### config.mk
export PLATFORM = sky130hd
export DESIGN_NAME = multi_window_write_rate_monitor
export DESIGN_NICKNAME = d
export VERILOG_FILES = /design/src/design/mwrm_pkg.sv /design/src/design/mwrm_window.sv /design/src/design/multi_window_write_rate_monitor.sv
export SDC_FILE = /design/constraint.sdc
export NUM_CORES = 2
export LEC_CHECK = 0
export BUFFER_PORTS_ARGS = -buffer_cell sky130_fd_sc_hd__clkbuf_2
export CAP_MARGIN = 20
export CORE_ASPECT_RATIO = 1.1
export CORE_MARGIN = 10
export CORE_UTILIZATION = 55
export DETAILED_ROUTE_END_ITERATION = 8
export PLACE_DENSITY = 0.75
export SLEW_MARGIN = 10
export SYNTH_ARGS = -nofsm -noshare
export SYNTH_HDL_FRONTEND = slang
export SYNTH_SLANG_ARGS = --single-unit
export TNS_END_PERCENT = 20
### constraint.sdc
create_clock -name clk -period 25.1 [get_ports clk]
set_input_delay 2.51 -clock clk [delete_from_list [all_inputs] [get_ports clk]]
set_output_delay 2.51 -clock clk [all_outputs]
set_load 0.01 [all_outputs]
### src/design/mwrm_pkg.sv
// Shared types and constants of the multi-window write rate monitor.
// Used by the window unit, the top level and the checker; depends on nothing.
package mwrm_pkg;

  localparam int DATA_W                = 64;
  localparam int LEVEL_SLOTS           = 3;
  localparam int WINDOW_LEVELS_DEFAULT = 3;
  localparam int CFG_INDEX_W           = 3;
  localparam int IN_TDATA_W            = 2 * DATA_W;
  localparam int OUT_FIELDS_W          = DATA_W + 5;
  localparam int OUT_TDATA_W           = ((OUT_FIELDS_W + 7) / 8) * 8;
  localparam int OUT_PAD_W             = OUT_TDATA_W - OUT_FIELDS_W;

  localparam logic [DATA_W-1:0] ALL_ONES = '1;

  typedef logic [1:0] level_t;
  localparam level_t NO_LEVEL = 2'd3;

  // Configuration register indexes.
  typedef enum logic [CFG_INDEX_W-1:0] {
    REG_WINDOW_LEN_0,
    REG_WINDOW_LEN_1,
    REG_WINDOW_LEN_2,
    REG_BYTE_CAP_0,
    REG_BYTE_CAP_1,
    REG_BYTE_CAP_2
  } cfg_reg_t;

  localparam logic [CFG_INDEX_W-1:0] LEN_REG_BASE = REG_WINDOW_LEN_0;
  localparam logic [CFG_INDEX_W-1:0] CAP_REG_BASE = REG_BYTE_CAP_0;

  // Per-window result handed back to the top level.
  typedef struct packed {
    logic clipped;
    logic over_cap;
  } win_status_t;

  function automatic logic [DATA_W-1:0] len_reset(input int lvl);
    logic [DATA_W-1:0] v;
    case (lvl)
      0:       v = 64'd100;
      1:       v = 64'd1000;
      default: v = 64'd10000;
    endcase
    return v;
  endfunction

  function automatic logic [DATA_W-1:0] cap_reset(input int lvl);
    logic [DATA_W-1:0] v;
    case (lvl)
      0:       v = 64'd1048576;
      1:       v = 64'd8388608;
      default: v = 64'd67108864;
    endcase
    return v;
  endfunction

endpackage

### src/design/mwrm_window.sv
// One fixed window level: start tick, byte sum and valid mark, with its
// expiry test, saturating add and cap compare. Depends on mwrm_pkg.
module mwrm_window (
  input  logic                          clk,
  input  logic                          rst,
  input  logic [mwrm_pkg::DATA_W-1:0]   tick,
  input  logic [mwrm_pkg::DATA_W-1:0]   bytes,
  input  logic                          update,
  input  logic [mwrm_pkg::DATA_W-1:0]   len,
  input  logic [mwrm_pkg::DATA_W-1:0]   cap,
  output mwrm_pkg::win_status_t         status
);

  logic                          valid;
  logic [mwrm_pkg::DATA_W-1:0]   start;
  logic [mwrm_pkg::DATA_W-1:0]   sum;

  logic [mwrm_pkg::DATA_W-1:0]   elapsed;
  logic                          expired;
  logic [mwrm_pkg::DATA_W:0]     add_wide;
  logic [mwrm_pkg::DATA_W-1:0]   sum_next;

  always_comb begin
    elapsed  = tick - start;
    expired  = !valid || (elapsed >= len);
    add_wide = {1'b0, sum} + {1'b0, bytes};
    if (expired) begin
      sum_next = bytes;
    end else if (add_wide[mwrm_pkg::DATA_W]) begin
      sum_next = mwrm_pkg::ALL_ONES;
    end else begin
      sum_next = add_wide[mwrm_pkg::DATA_W-1:0];
    end
    status.clipped  = !expired && add_wide[mwrm_pkg::DATA_W];
    status.over_cap = sum_next > cap;
  end

  always_ff @(posedge clk) begin
    if (rst) begin
      valid <= 1'b0;
      start <= '0;
      sum   <= '0;
    end else if (update) begin
      valid <= 1'b1;
      sum   <= sum_next;
      if (expired) begin
        start <= tick;
      end
    end
  end

endmodule

### src/design/multi_window_write_rate_monitor.sv
// Multi-window write rate monitor: one result beat per write-event beat.
// An accepted input beat passes the input register, then the result register.
// Throughput: one beat per cycle unless m_axis_tready stalls; each register holds
// one beat, so one more beat is taken while a result waits for m_axis_tready.
// Reset (rst, synchronous): clears windows, totals, tick tracking and the
// latched action, and loads the window lengths and byte caps with their defaults.
module multi_window_write_rate_monitor #(
  parameter int WINDOW_LEVELS = mwrm_pkg::WINDOW_LEVELS_DEFAULT
) (
  input  logic                                clk,
  input  logic                                rst,
  // Configuration write port.
  input  logic                                cfg_we,
  input  logic [mwrm_pkg::CFG_INDEX_W-1:0]    cfg_index,
  input  logic [mwrm_pkg::DATA_W-1:0]         cfg_data,
  // Write events.
  input  logic                                s_axis_tvalid,
  output logic                                s_axis_tready,
  // [63:0] event_tick, [127:64] write_bytes
  input  logic [mwrm_pkg::IN_TDATA_W-1:0]     s_axis_tdata,
  // Results.
  output logic                                m_axis_tvalid,
  input  logic                                m_axis_tready,
  // [63:0] lifetime_total, [64] overflow_seen, [65] time_went_back,
  // [67:66] breached_level, [68] action_fired, [71:69] zero
  output logic [mwrm_pkg::OUT_TDATA_W-1:0]    m_axis_tdata
);

  localparam int W = mwrm_pkg::DATA_W;

  // Configuration registers, one length and one cap per window level.
  logic [W-1:0] cfg_len [WINDOW_LEVELS];
  logic [W-1:0] cfg_cap [WINDOW_LEVELS];

  // Input register.
  logic         in_valid;
  logic [W-1:0] in_tick;
  logic [W-1:0] in_bytes;

  // Result register.
  logic                              out_valid;
  logic [mwrm_pkg::OUT_TDATA_W-1:0]  out_data;

  // Monitor state outside the windows.
  logic [W-1:0] lifetime_bytes;
  logic [W-1:0] last_tick;
  logic         clock_valid;
  logic         action_latched;

  // Per-beat decisions.
  logic                         commit;
  logic                         has_bytes;
  logic                         went_back;
  logic                         win_update;
  logic [W:0]                   life_wide;
  logic [W-1:0]                 lifetime_next;
  logic                         life_clip;
  logic                         win_clip;
  logic                         ovf;
  mwrm_pkg::level_t             breach;
  logic                         fired;
  mwrm_pkg::win_status_t        win_status [WINDOW_LEVELS];

  // The result stage moves when a beat sits in the input register and the
  // result register is empty or being drained this cycle.
  assign commit        = in_valid && (!out_valid || m_axis_tready);
  assign s_axis_tready = !in_valid || commit;
  assign m_axis_tvalid = out_valid;
  assign m_axis_tdata  = out_data;

  // Configuration: each level picks up its own length and cap index.
  for (genvar g = 0; g < WINDOW_LEVELS; g++) begin : g_cfg
    always_ff @(posedge clk) begin
      if (rst) begin
        cfg_len[g] <= mwrm_pkg::len_reset(g);
        cfg_cap[g] <= mwrm_pkg::cap_reset(g);
      end else if (cfg_we) begin
        if (cfg_index == mwrm_pkg::LEN_REG_BASE + mwrm_pkg::CFG_INDEX_W'(g)) begin
          cfg_len[g] <= cfg_data;
        end
        if (cfg_index == mwrm_pkg::CAP_REG_BASE + mwrm_pkg::CFG_INDEX_W'(g)) begin
          cfg_cap[g] <= cfg_data;
        end
      end
    end
  end

  // Input register: take a beat whenever the slot is free or moves on.
  always_ff @(posedge clk) begin
    if (rst) begin
      in_valid <= 1'b0;
    end else if (s_axis_tready) begin
      in_valid <= s_axis_tvalid;
    end
  end

  always_ff @(posedge clk) begin
    if (s_axis_tvalid && s_axis_tready) begin
      in_tick  <= s_axis_tdata[W-1:0];
      in_bytes <= s_axis_tdata[2*W-1:W];
    end
  end

  // Zero bytes is a query: report the total and touch nothing. A tick below
  // the last tick that updated the windows still counts toward the total but skips them.
  assign has_bytes  = in_bytes != '0;
  assign went_back  = clock_valid && (in_tick < last_tick);
  assign win_update = commit && has_bytes && !went_back;

  for (genvar g = 0; g < WINDOW_LEVELS; g++) begin : g_win
    mwrm_window u_window (
      .clk    (clk),
      .rst    (rst),
      .tick   (in_tick),
      .bytes  (in_bytes),
      .update (win_update),
      .len    (cfg_len[g]),
      .cap    (cfg_cap[g]),
      .status (win_status[g])
    );
  end

  always_comb begin
    life_wide     = {1'b0, lifetime_bytes} + {1'b0, in_bytes};
    life_clip     = life_wide[W];
    lifetime_next = life_clip ? mwrm_pkg::ALL_ONES : life_wide[W-1:0];

    // Lowest level over its cap wins; scan from the top down.
    win_clip = 1'b0;
    breach   = mwrm_pkg::NO_LEVEL;
    for (int i = WINDOW_LEVELS - 1; i >= 0; i--) begin
      if (win_status[i].over_cap) begin
        breach = mwrm_pkg::level_t'(i);
      end
      win_clip = win_clip | win_status[i].clipped;
    end
    if (!has_bytes || went_back) begin
      win_clip = 1'b0;
      breach   = mwrm_pkg::NO_LEVEL;
    end

    ovf   = has_bytes && (life_clip || win_clip);
    fired = has_bytes && !action_latched &&
            (ovf || went_back || (breach != mwrm_pkg::NO_LEVEL));
  end

  // Monitor state advances only with a committed beat that carries bytes.
  always_ff @(posedge clk) begin
    if (rst) begin
      lifetime_bytes <= '0;
      last_tick      <= '0;
      clock_valid    <= 1'b0;
      action_latched <= 1'b0;
    end else if (commit && has_bytes) begin
      lifetime_bytes <= lifetime_next;
      if (!went_back) begin
        last_tick   <= in_tick;
        clock_valid <= 1'b1;
      end
      if (fired) begin
        action_latched <= 1'b1;
      end
    end
  end

  // Result register: hold until the downstream side takes it.
  always_ff @(posedge clk) begin
    if (rst) begin
      out_valid <= 1'b0;
    end else if (commit) begin
      out_valid <= 1'b1;
    end else if (m_axis_tready) begin
      out_valid <= 1'b0;
    end
  end

  always_ff @(posedge clk) begin
    if (commit) begin
      out_data <= {{mwrm_pkg::OUT_PAD_W{1'b0}},
                   fired,
                   breach,
                   has_bytes && went_back,
                   ovf,
                   has_bytes ? lifetime_next : lifetime_bytes};
    end
  end

endmodule

After elaboration in Yosys (flattened, before gate mapping)
Memory sizes are Yosys's and may differ from the RTL's.
Index checks and enable logic that the tools add are counted.

word-level totals
  flip-flop bits (word level) = 714
  RAM bits = 384
  input bits = 200
  output and inout bits = 74
  word-level logic and storage cells = 132
  memories = 2

memories
  name     words  bits a word  rd ports  clocked after memory_dff  write ports  RTL line                               text
  cfg_cap  3      64           3         0                         3            multi_window_write_rate_monitor.sv:33  logic [W-1:0] cfg_cap [WINDOW_LEVELS];
  cfg_len  3      64           3         0                         3            multi_window_write_rate_monitor.sv:32  logic [W-1:0] cfg_len [WINDOW_LEVELS];

cells by class
  add/sub/neg operators = 7
  order comparisons = 7
  equality and inequality tests = 6
  multiplexer cells = 47
  bitwise logic cells = 9
  reductions and logical operators = 38

operators by type and width
  kind                                                              count
  64-bit 2-to-1 mux                                                 14
  64-bit by 64-bit adder with 65-bit output                         4
  64-bit greater-or-equal comparator                                3
  64-bit greater-than comparator                                    3
  64-bit subtractor                                                 3
  64-bit less-than comparator                                       1
  64-bit nonzero test                                               1
  1-bit 2-to-1 mux                                                  30
  1-bit logical AND                                                 12
  2-bit AND reduction                                               5
  1-bit logical NOT                                                 9
  1-bit logical OR                                                  9
  1-bit OR                                                          8
  3-bit by 2-bit == test with 1-bit output (second input constant)  2
  3-bit == test (second input constant)                             2
  2-bit 2-to-1 mux                                                  3
  3-bit by 1-bit == test with 1-bit output (second input constant)  1
  3-bit logical NOT                                                 1
  2-bit inequality test (second input constant)                     1
  2-bit nonzero test                                                1
  1-bit NOT                                                         1

Depth between registers and ports, before layout
  word-level depth = 14
  mapped depth = 43
  gate-level depth less buffers = 40

Hierarchy
Synthesis repeated with hierarchy kept, for this count alone.

second synthesis, totals
  cells, all modules = 9315
  area total of the unflattened synthesis = 80203.2 µm²

modules (own cells, without submodules)
  module                               times used  cells each  area an instance (µm²)  seq. area each (µm²)
  mwrm_window (g_win[0].u_window ...)  2           2288        16429.5                 2582.5
  multi_window_write_rate_monitor      1           2452        31026.0                 20089.3
  mwrm_window (g_win[2].u_window)      1           2287        16318.2                 2582.5

Worst setup path before layout
Ideal clock, no wire load.

  path kind = register to register
  from = register in_tick[1]
  to = register out_data (netlist bit m_axis_tdata[68]) (data pin)
  setup time = 0.274 ns
  arrival = 7.931 ns
  required time = 24.826 ns
  setup slack = 16.895 ns
  stages on the path, launching flop included = 39
  path buffers = 2
  clock period less this slack = 8.205 ns
  cell sequence = edfxtp_1 ha_1 nor2b_1 o21ai_0 a211oi_1 o31a_1 o311ai_1 o21ba_2 o41ai_2 a21oi_1 o21ai_0 a21o_1 a21boi_0 xnor2_1 ha_1 a21o_1 a21o_1 a21oi_1 (+3 left out) a31oi_1 clkbuf_1 clkbuf_1 nor3_1 a31oi_1 ha_1 nor2b_1 o21a_1 o21a_1 o21a_1 o211ai_1 a31oi_1 or4b_2 o21ai_0 o21ai_0 o21ai_0 and3_1 a21oi_1

on the way
  elaborated cells between the ends (all ways) = 37
  classes of those cells = add/sub (3); order compare (7); eq/ne (1); mux (8); bitwise (2); reduce/logical (16)

RTL lines
  what                                            RTL line                                text
  start: declaration                              multi_window_write_rate_monitor.sv:37   logic [W-1:0] in_tick;
  start signal: assignment                        multi_window_write_rate_monitor.sv:99   in_tick <= s_axis_tdata[W-1:0];
  64-bit subtractor                               mwrm_window.sv:24                       elapsed = tick - start;
  64-bit greater-or-equal comparator              mwrm_window.sv:25                       expired = !valid || (elapsed >= len);
  1-bit logical OR                                mwrm_window.sv:25
  64-bit 2-to-1 mux                               mwrm_window.sv:27                       if (expired) begin
  named net g_win[0].u_window.sum_next (one bit)  mwrm_window.sv:21                       logic [mwrm_pkg::DATA_W-1:0] sum_next;
  64-bit greater-than comparator                  mwrm_window.sv:35                       status.over_cap = sum_next > cap;
  2-bit 2-to-1 mux                                multi_window_write_rate_monitor.sv:132  if (win_status[i].over_cap) begin
  2-bit 2-to-1 mux                                multi_window_write_rate_monitor.sv:137  if (!has_bytes || went_back) begin
  2-bit inequality test                           multi_window_write_rate_monitor.sv:144  (ovf || went_back || (breach != mwrm_pkg::NO_LEVEL));
  1-bit logical OR                                multi_window_write_rate_monitor.sv:144
  1-bit logical AND                               multi_window_write_rate_monitor.sv:143  fired = has_bytes && !action_latched &&
  named net fired                                 multi_window_write_rate_monitor.sv:61   logic fired;
  end signal: assignment                          multi_window_write_rate_monitor.sv:179  out_data <= {{mwrm_pkg::OUT_PAD_W{1'b0}},
  end: declaration                                multi_window_write_rate_monitor.sv:42   logic [mwrm_pkg::OUT_TDATA_W-1:0] out_data;

The timed path passes the listed nets, and every way through them passes these cells.
A chain may end at the register's enable or synchronous reset.

Worst setup path after layout
  from = register in_tick[1]
  to = register out_data (netlist bit m_axis_tdata[68]) (data pin)

on the way
  elaborated cells between the ends (all ways) = 37
  classes of those cells = add/sub (3); order compare (7); eq/ne (1); mux (8); bitwise (2); reduce/logical (16)

RTL lines
  what                                            RTL line
  64-bit subtractor                               mwrm_window.sv:24
  64-bit greater-or-equal comparator              mwrm_window.sv:25
  1-bit logical OR                                mwrm_window.sv:25
  64-bit 2-to-1 mux                               mwrm_window.sv:27
  named net g_win[2].u_window.sum_next (one bit)  mwrm_window.sv:21
  64-bit greater-than comparator                  mwrm_window.sv:35
  1-bit 2-to-1 mux                                multi_window_write_rate_monitor.sv:132
  2-bit 2-to-1 mux (2 in a row)                   multi_window_write_rate_monitor.sv:132
  2-bit 2-to-1 mux                                multi_window_write_rate_monitor.sv:137
  2-bit inequality test                           multi_window_write_rate_monitor.sv:144
  1-bit logical OR                                multi_window_write_rate_monitor.sv:144
  1-bit logical AND                               multi_window_write_rate_monitor.sv:143
  named net fired                                 multi_window_write_rate_monitor.sv:61

The timed path passes the listed nets, and every way through them passes these cells.

==> flow_summary.ini <==
[route]
dr_total_vias = 68271
drc = 0
wirelength_um = 250000
first_pass_iters = 6
wl_per_cell_um = 22.1
viasPerCell = 6.04
postRouteAntennaNets = 0
dr.first_iter.drc_count = 5987

[synthesis]
ys.flop_type = edfxtp_1
synth-edff-count = 581
synth-warning-count = 0
async_reset_ff_frac = 0
syn_area_per_cell_um2 = 8.50
synthCells = 9197
ys_seq_elements = 1097
syn-cell-area_um2 = 78200
seq_area_frac_synth = 0.355
synthMostInstantiatedCell = a21oi_1
synth.area.top_cells = edfxtp_1, ha_1, dfxtp_1, a21oi_1, nand2_1
yosys.area.top_type_share = 0.223
yosysTopAreaCell = edfxtp_1
synth_common_cells = a21oi_1, nand2_1, ha_1, inv_1, nor2_1
synth.distinct_cells = 100

[worst_setup_path]
r2r_setup_slack_ps = 13990
critPathKind = reg -> reg
critPathArrivalTime_ps = 11580
reg2reg_to = m_axis_tdata[68]$_DFFE_PP_
endpoint_kind = flop
rr_startpoint = in_tick[1]$_DFFE_PP_
crit_top_cell = a21o_1
reg2reg_depth = 39
worst-path-max-fanout = 35
critical_path_required_ps = 25560
slowest_delay_ps = 880
startpoint_type = flop
cpMaxStageDelayCell = a2111oi_0

[clock_tree]
clk_pin_slew_ps = 70
clkLatencyLatePin_ps = 780
post_cts_resized = 0
h-tree-depth = 3
cts_inserted_buffers = 119
cts-root-buf = clkbuf_16
cts_tree = done
clk_path_buf_depth = 3
cts_hold_buf = 0
cts_sinks = 1097
postCtsSetupBuffers = 0

[global_route]
grt_max_degree = 162
grt_pass1_wl_um = 380000
track_usage = 0.305
grt_pass1_vias = 66853
antenna_found_initial = 30
overflow = 0

[power_and_ir_drop]
total_power_mw = 5.62
p_per_area_nw_per_um2 = 65.6
peakVddDrop_mv = 0.0645
p_leak_nw = 37.4

[finish]
nNetsFinal = 10377
layout-drive-gt1-share = 0.0734
fin_cells = 11307
area_growth_pct = 9.62

[sta]
finalSetupViolations = 0
slew_headroom = 0.212
period_needed_ps = 11110
worst_clock_skew_ps = 38.6
rsz0062_at_grt = no
holdWs_ps = 452
tightestPinTransition_ps = 1170
hold_viol = 0
final_max_slew_viol_count = 0
max_clock_freq_ghz = 0.0900
setup_tns_ps = 0
fin_crit_sh = 0.443

[floorplan]
die_h_um = 415
core-area_um2 = 142000
io_pins = 274
initial_core_util = 0.552
die_area_um2 = 158000
die_w_um = 379
row_count = 145

[min_path]
hold_start = g_win[2].u_window.start[46]$_SDFFE_PP0P_
hold_path.class = reg -> reg
hold_depth = 2
min_to = g_win[2].u_window.start[46]$_SDFFE_PP0P_

[placement]
placed_cells = 11067
place_congestion = 0.979
dpl.hpwl_um = 190000
port_buffers = 270

[run]
max-cap-violations = 0

[status]
status = finished, final reports clean
[area by class of cell]
class | instances | area, um^2
sequential | 1097 | 27800
multi-input combinational | 6901 | 46100
timing repair buffer | 377 | 2190
antenna | 11 | 27.5
fill | 12388 | 56000
clock buffer | 169 | 3460
tap | 1911 | 2390
clock inverter | 59 | 800
inverter | 782 | 2940
[worst max-delay path: cells and delay by family (launching register included)]
kind,cells,cell delay (ps)
compound gates,30,7870
fa+ha+maj,3,940
buf+inv,2,660
flops,1,590
simple gates,3,390
xor+xnor,1,290
[placed cells by master (no fill, tap or decap), drive strengths merged, types with 34 or more instances in the layout]
cell,instances
xnor2,258
mux2i,76
xor2,146
dfxtp,516
o21a,84
nor2,635
a211oi,64
nand3,192
o21bai,100
buf,107
nor2b,67
clkbuf,439
o31ai,38
a21o,442
nand2b,72
nor3,121
edfxtp,581
nand2,1047
o21ai,352
nor4,44
a31oi,166
and3,48
inv,784
a21oi,1049
nand4,179
clkinv,34
ha,892
and2,394
o211ai,41
[power by group]
| group | switching [mW] | internal [mW] | leakage [nW] | total, mW |
|---|---|---|---|---|
| Clock | 0.799 | 1.11 | 2.06 | 1.91 |
| Combinational | 0.997 | 0.613 | 25.5 | 1.61 |
| Sequential | 0.0826 | 2.02 | 9.83 | 2.10 |
[stage by stage]
step	area (um^2)	utilization	worst slack (ps)
after detailed placement	81400	0.574	14210
final	85700	0.605	13990
after global routing	85700	0.605	13180
after floorplan	78200	-	16890
after CTS	85600	0.604	14130
after global placement	81400	0.574	14030
[worst max path at each step]
stage,from,to,depth (start not counted),slack [ps]
2_1_floorplan,in_tick[1]$_DFFE_PP_,m_axis_tdata[68]$_DFFE_PP_,38,16890
3_3_place_gp,in_tick[0]$_DFFE_PP_,m_axis_tdata[68]$_DFFE_PP_,37,14030
3_5_place_dp,in_tick[1]$_DFFE_PP_,m_axis_tdata[68]$_DFFE_PP_,39,14210
4_1_cts,in_tick[1]$_DFFE_PP_,m_axis_tdata[68]$_DFFE_PP_,39,14130
5_1_grt,in_tick[1]$_DFFE_PP_,m_axis_tdata[68]$_DFFE_PP_,39,13180
6_report,in_tick[1]$_DFFE_PP_,m_axis_tdata[68]$_DFFE_PP_,39,13990
[per-layer routing]
metal  track usage  share of wire  vias up
met1         0.380           0.41    32318
met5             0              0        -
met3        0.0373          0.070      571
met2         0.515           0.47     2525
li1              -              -    32857
met4         0.158          0.056        0
[flip-flops by register name, summed over array words and instances (netlist names)]
signal,cells
clock_valid,1
cfg_cap,192
m_axis_tvalid,1
g_win.u_window.start,192
cfg_len,192
in_tick,64
action_latched,1
in_valid,1
m_axis_tdata,69
last_tick,64
lifetime_bytes,64
in_bytes,64
g_win.u_window.sum,192
[kinds of logic (layout without fill, tap and decap cells)]
kind of cell               count (synthesis)  count (layout)  share of synthesized area
AOI/OAI and AO/OA                       2620            2620                      0.212
xor gates and xnor gates                 404             404                     0.0453
adders and majority gates                899             899                      0.145
buffers and inverters                   1201            1387                     0.0583
DFF                                     1097            1097                      0.355
muxes                                     79              79                     0.0102
other                                      1              14                  0.0000480
and+or+nand+nor                         2896            2896                      0.174
Power figures use the tool's default switching activity.
